--- src/sv/hsb2rgb_pkg.sv ---
// Shared types for the HSB to RGB converter: hue sectors and stage control.
package hsb2rgb_pkg;

  // Hue sector, hue * 6 rounded down; six colour wheel segments
  typedef enum logic [2:0] {
    SECT_RY = 3'd0,
    SECT_YG = 3'd1,
    SECT_GC = 3'd2,
    SECT_CB = 3'd3,
    SECT_BM = 3'd4,
    SECT_MR = 3'd5
  } sector_t;

  // Control that travels alongside each request through the pipeline
  typedef struct packed {
    logic    valid;
    sector_t sector;
  } stage_ctl_t;

endpackage

--- src/sv/hsb2rgb_prep.sv ---
// Stage 1: clamp saturation and brightness, split hue * 6 into sector and fraction.
module hsb2rgb_prep import hsb2rgb_pkg::*; #(
  parameter int FRAC_BITS = 16
) (
  input  logic                 clk,
  input  logic                 rst_n,
  input  logic                 adv,
  input  logic                 in_valid,
  input  logic [FRAC_BITS-1:0] hue,
  input  logic [FRAC_BITS:0]   saturation,
  input  logic [FRAC_BITS:0]   brightness,
  output stage_ctl_t           ctl_o,
  output logic [FRAC_BITS:0]   sat_o,
  output logic [FRAC_BITS:0]   bri_o,
  output logic [FRAC_BITS-1:0] frac_o
);

  localparam logic [FRAC_BITS:0] ONE = (FRAC_BITS+1)'(1) << FRAC_BITS;

  logic [FRAC_BITS+2:0] hue6;
  stage_ctl_t           ctl_r, ctl_nxt;
  logic [FRAC_BITS:0]   sat_r, sat_nxt;
  logic [FRAC_BITS:0]   bri_r, bri_nxt;
  logic [FRAC_BITS-1:0] frac_r, frac_nxt;

  // hue * 6 as (hue << 2) + (hue << 1)
  assign hue6 = {1'b0, hue, 2'b00} + {2'b00, hue, 1'b0};

  always_comb begin
    ctl_nxt.valid  = in_valid;
    ctl_nxt.sector = sector_t'(hue6[FRAC_BITS+2:FRAC_BITS]);
    frac_nxt       = hue6[FRAC_BITS-1:0];
    sat_nxt        = (saturation > ONE) ? ONE : saturation;
    bri_nxt        = (brightness > ONE) ? ONE : brightness;
  end

  always_ff @(posedge clk) begin
    if (!rst_n) begin
      ctl_r <= '0;
    end else if (adv) begin
      ctl_r <= ctl_nxt;
    end
  end

  always_ff @(posedge clk) begin
    if (adv) begin
      sat_r  <= sat_nxt;
      bri_r  <= bri_nxt;
      frac_r <= frac_nxt;
    end
  end

  assign ctl_o  = ctl_r;
  assign sat_o  = sat_r;
  assign bri_o  = bri_r;
  assign frac_o = frac_r;

endmodule

--- src/sv/hsb2rgb_coef.sv ---
// Stage 2: form the three brightness scale factors 1-s, 1-s*f and 1-s*(1-f).
module hsb2rgb_coef import hsb2rgb_pkg::*; #(
  parameter int FRAC_BITS = 16
) (
  input  logic                 clk,
  input  logic                 rst_n,
  input  logic                 adv,
  input  stage_ctl_t           ctl_i,
  input  logic [FRAC_BITS:0]   sat_i,
  input  logic [FRAC_BITS:0]   bri_i,
  input  logic [FRAC_BITS-1:0] frac_i,
  output stage_ctl_t           ctl_o,
  output logic [FRAC_BITS:0]   bri_o,
  output logic [FRAC_BITS:0]   k_p_o,
  output logic [FRAC_BITS:0]   k_q_o,
  output logic [FRAC_BITS:0]   k_t_o
);

  localparam logic [FRAC_BITS:0] ONE = (FRAC_BITS+1)'(1) << FRAC_BITS;

  logic [FRAC_BITS:0]     om_frac;
  logic [2*FRAC_BITS:0]   sf_prod;
  logic [2*FRAC_BITS+1:0] st_prod;
  stage_ctl_t             ctl_r;
  logic [FRAC_BITS:0]     bri_r;
  logic [FRAC_BITS:0]     k_p_r, k_p_nxt;
  logic [FRAC_BITS:0]     k_q_r, k_q_nxt;
  logic [FRAC_BITS:0]     k_t_r, k_t_nxt;

  assign om_frac = ONE - {1'b0, frac_i};
  assign sf_prod = sat_i * frac_i;
  assign st_prod = sat_i * om_frac;

  // Both truncated products stay within 0..ONE, so F+1 bits hold them
  always_comb begin
    k_p_nxt = ONE - sat_i;
    k_q_nxt = ONE - sf_prod[2*FRAC_BITS:FRAC_BITS];
    k_t_nxt = ONE - st_prod[2*FRAC_BITS:FRAC_BITS];
  end

  always_ff @(posedge clk) begin
    if (!rst_n) begin
      ctl_r <= '0;
    end else if (adv) begin
      ctl_r <= ctl_i;
    end
  end

  always_ff @(posedge clk) begin
    if (adv) begin
      bri_r <= bri_i;
      k_p_r <= k_p_nxt;
      k_q_r <= k_q_nxt;
      k_t_r <= k_t_nxt;
    end
  end

  assign ctl_o = ctl_r;
  assign bri_o = bri_r;
  assign k_p_o = k_p_r;
  assign k_q_o = k_q_r;
  assign k_t_o = k_t_r;

endmodule

--- src/sv/hsb2rgb_mult.sv ---
// Stage 3: scale brightness by each factor to give p, q and t.
module hsb2rgb_mult import hsb2rgb_pkg::*; #(
  parameter int FRAC_BITS = 16
) (
  input  logic               clk,
  input  logic               rst_n,
  input  logic               adv,
  input  stage_ctl_t         ctl_i,
  input  logic [FRAC_BITS:0] bri_i,
  input  logic [FRAC_BITS:0] k_p_i,
  input  logic [FRAC_BITS:0] k_q_i,
  input  logic [FRAC_BITS:0] k_t_i,
  output stage_ctl_t         ctl_o,
  output logic [FRAC_BITS:0] bri_o,
  output logic [FRAC_BITS:0] p_o,
  output logic [FRAC_BITS:0] q_o,
  output logic [FRAC_BITS:0] t_o
);

  logic [2*FRAC_BITS+1:0] p_prod, q_prod, t_prod;
  stage_ctl_t             ctl_r;
  logic [FRAC_BITS:0]     bri_r, p_r, q_r, t_r;

  assign p_prod = bri_i * k_p_i;
  assign q_prod = bri_i * k_q_i;
  assign t_prod = bri_i * k_t_i;

  always_ff @(posedge clk) begin
    if (!rst_n) begin
      ctl_r <= '0;
    end else if (adv) begin
      ctl_r <= ctl_i;
    end
  end

  // Products never exceed brightness, so the top bit of each is dropped
  always_ff @(posedge clk) begin
    if (adv) begin
      bri_r <= bri_i;
      p_r   <= p_prod[2*FRAC_BITS:FRAC_BITS];
      q_r   <= q_prod[2*FRAC_BITS:FRAC_BITS];
      t_r   <= t_prod[2*FRAC_BITS:FRAC_BITS];
    end
  end

  assign ctl_o = ctl_r;
  assign bri_o = bri_r;
  assign p_o   = p_r;
  assign q_o   = q_r;
  assign t_o   = t_r;

endmodule

--- src/sv/hsb2rgb_place.sv ---
// Stage 4: route brightness, p, q and t onto the channels by sector; output register.
module hsb2rgb_place import hsb2rgb_pkg::*; #(
  parameter int FRAC_BITS = 16
) (
  input  logic               clk,
  input  logic               rst_n,
  input  logic               adv,
  input  stage_ctl_t         ctl_i,
  input  logic [FRAC_BITS:0] bri_i,
  input  logic [FRAC_BITS:0] p_i,
  input  logic [FRAC_BITS:0] q_i,
  input  logic [FRAC_BITS:0] t_i,
  output logic               valid_o,
  output logic [FRAC_BITS:0] red_o,
  output logic [FRAC_BITS:0] green_o,
  output logic [FRAC_BITS:0] blue_o
);

  logic               valid_r;
  logic [FRAC_BITS:0] red_r, red_nxt;
  logic [FRAC_BITS:0] green_r, green_nxt;
  logic [FRAC_BITS:0] blue_r, blue_nxt;

  always_comb begin
    unique case (ctl_i.sector)
      SECT_RY: begin
        red_nxt = bri_i; green_nxt = t_i;   blue_nxt = p_i;
      end
      SECT_YG: begin
        red_nxt = q_i;   green_nxt = bri_i; blue_nxt = p_i;
      end
      SECT_GC: begin
        red_nxt = p_i;   green_nxt = bri_i; blue_nxt = t_i;
      end
      SECT_CB: begin
        red_nxt = p_i;   green_nxt = q_i;   blue_nxt = bri_i;
      end
      SECT_BM: begin
        red_nxt = t_i;   green_nxt = p_i;   blue_nxt = bri_i;
      end
      default: begin
        red_nxt = bri_i; green_nxt = p_i;   blue_nxt = q_i;
      end
    endcase
  end

  always_ff @(posedge clk) begin
    if (!rst_n) begin
      valid_r <= 1'b0;
    end else if (adv) begin
      valid_r <= ctl_i.valid;
    end
  end

  always_ff @(posedge clk) begin
    if (adv) begin
      red_r   <= red_nxt;
      green_r <= green_nxt;
      blue_r  <= blue_nxt;
    end
  end

  assign valid_o = valid_r;
  assign red_o   = red_r;
  assign green_o = green_r;
  assign blue_o  = blue_r;

endmodule

--- src/sv/hsb_to_rgb_converter_top.sv ---
// HSB to RGB converter top level: four register stages, clamp, factors, products, placement.
// An accepted request passes the clamp, factor, product and placement registers in turn to the out_ port.
// Throughput: one request per cycle; the whole pipeline holds while a valid output is stalled.
// The factor stage (subtract, FRAC_BITS+1 square product, subtract) sets the per-stage depth.
// Reset: synchronous, active low; clears all stage valid bits, payload is not reset.
module hsb_to_rgb_converter_top import hsb2rgb_pkg::*; #(
  parameter int FRAC_BITS = 16
) (
  input  logic                 clk,
  input  logic                 rst_n,
  input  logic                 in_valid,
  output logic                 in_stall,
  input  logic [FRAC_BITS-1:0] in_hue,
  input  logic [FRAC_BITS:0]   in_saturation,
  input  logic [FRAC_BITS:0]   in_brightness,
  output logic                 out_valid,
  input  logic                 out_stall,
  output logic [FRAC_BITS:0]   out_red,
  output logic [FRAC_BITS:0]   out_green,
  output logic [FRAC_BITS:0]   out_blue
);

  localparam logic [FRAC_BITS:0] ONE = (FRAC_BITS+1)'(1) << FRAC_BITS;

  logic                 adv;
  stage_ctl_t           ctl1, ctl2, ctl3;
  logic [FRAC_BITS:0]   sat1, bri1, bri2, bri3;
  logic [FRAC_BITS-1:0] frac1;
  logic [FRAC_BITS:0]   k_p2, k_q2, k_t2;
  logic [FRAC_BITS:0]   p3, q3, t3;

  // Whole pipe moves unless a finished result is being held back
  assign adv      = !out_valid || !out_stall;
  assign in_stall = !adv;

  hsb2rgb_prep #(.FRAC_BITS(FRAC_BITS)) u_prep (
    .clk        (clk),
    .rst_n      (rst_n),
    .adv        (adv),
    .in_valid   (in_valid),
    .hue        (in_hue),
    .saturation (in_saturation),
    .brightness (in_brightness),
    .ctl_o      (ctl1),
    .sat_o      (sat1),
    .bri_o      (bri1),
    .frac_o     (frac1)
  );

  hsb2rgb_coef #(.FRAC_BITS(FRAC_BITS)) u_coef (
    .clk    (clk),
    .rst_n  (rst_n),
    .adv    (adv),
    .ctl_i  (ctl1),
    .sat_i  (sat1),
    .bri_i  (bri1),
    .frac_i (frac1),
    .ctl_o  (ctl2),
    .bri_o  (bri2),
    .k_p_o  (k_p2),
    .k_q_o  (k_q2),
    .k_t_o  (k_t2)
  );

  hsb2rgb_mult #(.FRAC_BITS(FRAC_BITS)) u_mult (
    .clk   (clk),
    .rst_n (rst_n),
    .adv   (adv),
    .ctl_i (ctl2),
    .bri_i (bri2),
    .k_p_i (k_p2),
    .k_q_i (k_q2),
    .k_t_i (k_t2),
    .ctl_o (ctl3),
    .bri_o (bri3),
    .p_o   (p3),
    .q_o   (q3),
    .t_o   (t3)
  );

  // Zero saturation needs no special path: all factors are then 1.0 (grey)
  hsb2rgb_place #(.FRAC_BITS(FRAC_BITS)) u_place (
    .clk     (clk),
    .rst_n   (rst_n),
    .adv     (adv),
    .ctl_i   (ctl3),
    .bri_i   (bri3),
    .p_i     (p3),
    .q_i     (q3),
    .t_i     (t3),
    .valid_o (out_valid),
    .red_o   (out_red),
    .green_o (out_green),
    .blue_o  (out_blue)
  );

`ifndef NO_ASSERTIONS
  a_out_range: assert property (@(posedge clk) disable iff (!rst_n)
    out_valid |-> (out_red <= ONE && out_green <= ONE && out_blue <= ONE))
    else $error("output channel above 1.0");

  a_enter: assert property (@(posedge clk) disable iff (!rst_n)
    (in_valid && !in_stall) |=> ctl1.valid)
    else $error("accepted request did not enter stage 1");

  a_sector: assert property (@(posedge clk) disable iff (!rst_n)
    ctl1.valid |-> (ctl1.sector <= SECT_MR))
    else $error("hue sector out of range");

  a_pqt_bound: assert property (@(posedge clk) disable iff (!rst_n)
    ctl3.valid |-> (p3 <= bri3 && q3 <= bri3 && t3 <= bri3))
    else $error("scaled term exceeds brightness");
`endif

endmodule
--- config.mk ---
export PLATFORM = sky130hd
export DESIGN_NAME = hsb_to_rgb_converter_top
export DESIGN_NICKNAME = d
export VERILOG_FILES = /design/src/sv/hsb2rgb_pkg.sv /design/src/sv/hsb2rgb_prep.sv /design/src/sv/hsb2rgb_coef.sv /design/src/sv/hsb2rgb_mult.sv /design/src/sv/hsb2rgb_place.sv /design/src/sv/hsb_to_rgb_converter_top.sv
export SDC_FILE = /design/constraint.sdc
export NUM_CORES = 2
export LEC_CHECK = 0
export BUFFER_PORTS_ARGS = -buffer_cell sky130_fd_sc_hd__buf_2
export CORE_AREA = 8 8 406 408
export DETAILED_ROUTE_END_ITERATION = 12
export DIE_AREA = 0 0 414 416
export PLACE_DENSITY = 0.54
export SETUP_SLACK_MARGIN = 0.5
export SLEW_MARGIN = 15
export SYNTH_ARGS = -nofsm -noshare
export SYNTH_HDL_FRONTEND = slang
export SYNTH_SLANG_ARGS = --single-unit
--- constraint.sdc ---
create_clock -name clk -period 12.49 [get_ports clk]
set_input_delay 2.498 -clock clk [delete_from_list [all_inputs] [get_ports clk]]
set_output_delay 2.498 -clock clk [all_outputs]
set_load 0.02 [all_outputs]
==> flow_summary_export.csv <==
group,metric,value,unit
floorplan,io_pins,107,
logic_synthesis,syn_nets,7562,
logic_synthesis,synth_fa_ha_area_frac,0.5101,
layout,fin_nets,7459,
critical_path,crit_top_cell,"fa_1",
layout,final_common_cell,"inv_1",
cts,root_buffer,"clkbuf_16",
global_routing,grt_overflow_total,0,
floorplan,coreArea,0.1589,mm^2
routing,drc_errors,0,
cts,cts_hold_buf,0,
cts,path_clk_slew,0.05,ns
floorplan,dieWidth,414,um
logic_synthesis,synth-simple-area-share,0.1570,
critical_path,critical_path_arrival,9.12,ns
logic_synthesis,ys_ff_latch,249,
timing,fmax,113.9,MHz
logic_synthesis,async_flop_share,0,
critical_path,crit_slowest_cell,"edfxtp_1",
routing,vias_per_cell,4.857,
logic_synthesis,synth_mux_area_frac,0.01711,
timing,setup-tns-final,0,ns
layout,mostFrequentLayoutCells,"inv_1 (1243), fa_1 (1063), nand2_1 (1000)",
hold_path,hold_class,"reg -> reg",
cts,cts_resized,0,
global_routing,antenna_found_initial,7,
layout,area_growth,6.806,%
logic_synthesis,syn_area_per_cell,9.331,um^2
timing,period_share,0.7030,
layout,drive_above_1_share,0.05735,
timing,hold_viol,0,
floorplan,initial_core_util,0.3465,
timing,finClkSkew,0.05212,ns
timing,drv_slew,0,
critical_path,path_class,"reg -> reg",
cts,cts_setup_buffers,0,
critical_path,worstPathMaxFanout,20,
logic_synthesis,yosysUniqueCellTypes,91,
timing,tightest_slew,1.055,ns
global_routing,grt_util_all_layers,0.1648,
cts,cts_buffer_depth,3,
logic_synthesis,synthCells,5901,
routing,drt_iter0_markers,1993,
place,hpwlAfterDp,108000,um
logic_synthesis,synth_top_family_by_area,"adder cells",
routing,first_pass_iters,5,
global_routing,grt_pass1_wl,229600,um
place,port_buffers,106,
cts,cts_tree,"built",
routing,wl,141400,um
timing,rsz0062_at_grt,"no",
timing,setup_viol,0,
routing,routedWlPerCell,17.88,um
logic_synthesis,synth-compound-area-share,0.05006,
critical_path,cpPeakStageDelay,0.69,ns
flow_run,drv_cap,0,
timing,worst_slack,3.709,ns
global_routing,grt_start_max_net_pins,91,
cts,clock_latency,0.62,ns
global_routing,grt_pass1_vias,41660,
logic_synthesis,synthesis.area,0.05506,mm^2
critical_path,critical_path_required,12.83,ns
floorplan,die_h,416,um
routing,antenna_left,0,
place,place_ws,3.685,ns
logic_synthesis,ys.warnings.count,0,
cts,htreeDepth,2,
routing,vias,38420,
logic_synthesis,yosys.area_share.xor_xnor,0.02447,
logic_synthesis,seq_area_frac_synth,0.1334,
layout,num_antenna_cells,0,
floorplan,dieArea,0.1722,mm^2
timing,relSlewSlack,0.2966,
logic_synthesis,synth-edff-count,236,
floorplan,rows,147,
cts,clock_sinks,249,
status,status,"finished, final reports clean",
critical_path,cp-start-kind,"register",
cts,cts_made_buffers,34,
critical_path,worst_setup_path_end_kind,"register",
logic_synthesis,synth-main-ff-cell,"edfxtp_1",
place,gp_congestion,0.8201,
timing,layout_min_cycle_time,8.781,ns
-- area by class of cell --
cell class	count	area, um^2
Sequential cell	249	7352
Clock buffer	41	897.1
Multi-Input combinational cell	4076	41800
Tap cell	2086	2610
Timing Repair Buffer	192	1176
Inverter	1245	4673
Fill cell	16190	100100
Clock inverter	21	304.0
-- cells in the mapped netlist, types with 8 or more instances --
library cell	instances	area share
inv_1	1243	0.085
fa_1	1063	0.39
nand2_1	1001	0.068
ha_1	544	0.12
and2_1	453	0.051
clkbuf_1	306	0.021
edfxtp_1	236	0.13
a21oi_1	125	0.011
xnor2_1	115	0.018
nor2_1	105	0.0072
nor2b_1	64	0.0073
mux2_2	49	0.010
o21ai_0	42	0.0038
nor3_1	41	0.0037
a211oi_1	40	0.0055
mux2i_1	39	0.0071
xor2_1	37	0.0059
a21o_1	33	0.0045
o22ai_1	33	0.0037
nand3_1	26	0.0024
o21a_1	22	0.0030
nor4_1	20	0.0023
buf_1	19	0.0013
nand2b_1	19	0.0022
and3_1	18	0.0020
a21boi_0	15	0.0020
dfxtp_1	13	0.0047
nand4_1	12	0.0014
o21bai_1	11	0.0015
or3_1	10	0.0011
o21ai_1	9	0.00082
o211ai_1	8	0.0011
-- path summary, 6_finish.rpt --
| kind | from | to | slack (ns) | cells past startpoint |
|---|---|---|---|---|
| worst max-delay path | u_prep.frac_o[4] | u_coef.k_t_o[16] | 3.71 | 28 |
| worst min-delay path | u_prep.bri_o[2] | u_coef.bri_o[2] | 0.42 | 0 |
| worst max register to register | u_prep.frac_o[4] | u_coef.k_t_o[16] | 3.71 | 28 |
| worst min register to register | u_prep.bri_o[2] | u_coef.bri_o[2] | 0.42 | 0 |
-- critical path, delay by kind of cell, from the launching register on --
kind	cells	cell delay, ns
xor+xnor	2	0.29
fa+ha+maj	7	3.30
compound gates	6	2.01
flops	1	0.69
simple gates	8	1.65
mux	1	0.17
buf+inv	4	0.41
-- stage by stage --
| step | instances | cell area [um^2] | hold WS, ns | utilization |
|---|---|---|---|---|
| after global placement | 7848 | 57610 | 0.4008 | 0.3625 |
| after global routing | 7910 | 58810 | 0.4220 | 0.3701 |
| final | 7910 | 58810 | 0.4185 | 0.3701 |
| after detailed placement | 7848 | 57610 | 0.4062 | 0.3625 |
| after floorplan | 5901 | 55060 | 0.4003 | - |
| after CTS | 7910 | 58810 | 0.4199 | 0.3701 |
-- logic make-up (layout without fill, tap and decap cells) --
kind of cell / after synthesis / count (layout)
compound gates: 410 / 410
xor+xnor: 153 / 153
fa+ha+maj: 1607 / 1607
buf+inv: 1576 / 1499
flops: 249 / 249
mux: 88 / 88
simple gates: 1818 / 1818
-- routing by layer --
metal | share of wire | up-vias | track usage
met5 | 0 | - | 0
met4 | 0.022 | 0 | 0.03797
met3 | 0.040 | 177 | 0.01737
met2 | 0.49 | 760 | 0.2886
met1 | 0.45 | 19790 | 0.2199
li1 | - | 17690 | -
Power is left out: the tool's default activity adds up to more than one toggle a clock period on the data nets, which glitch-free logic cannot reach.
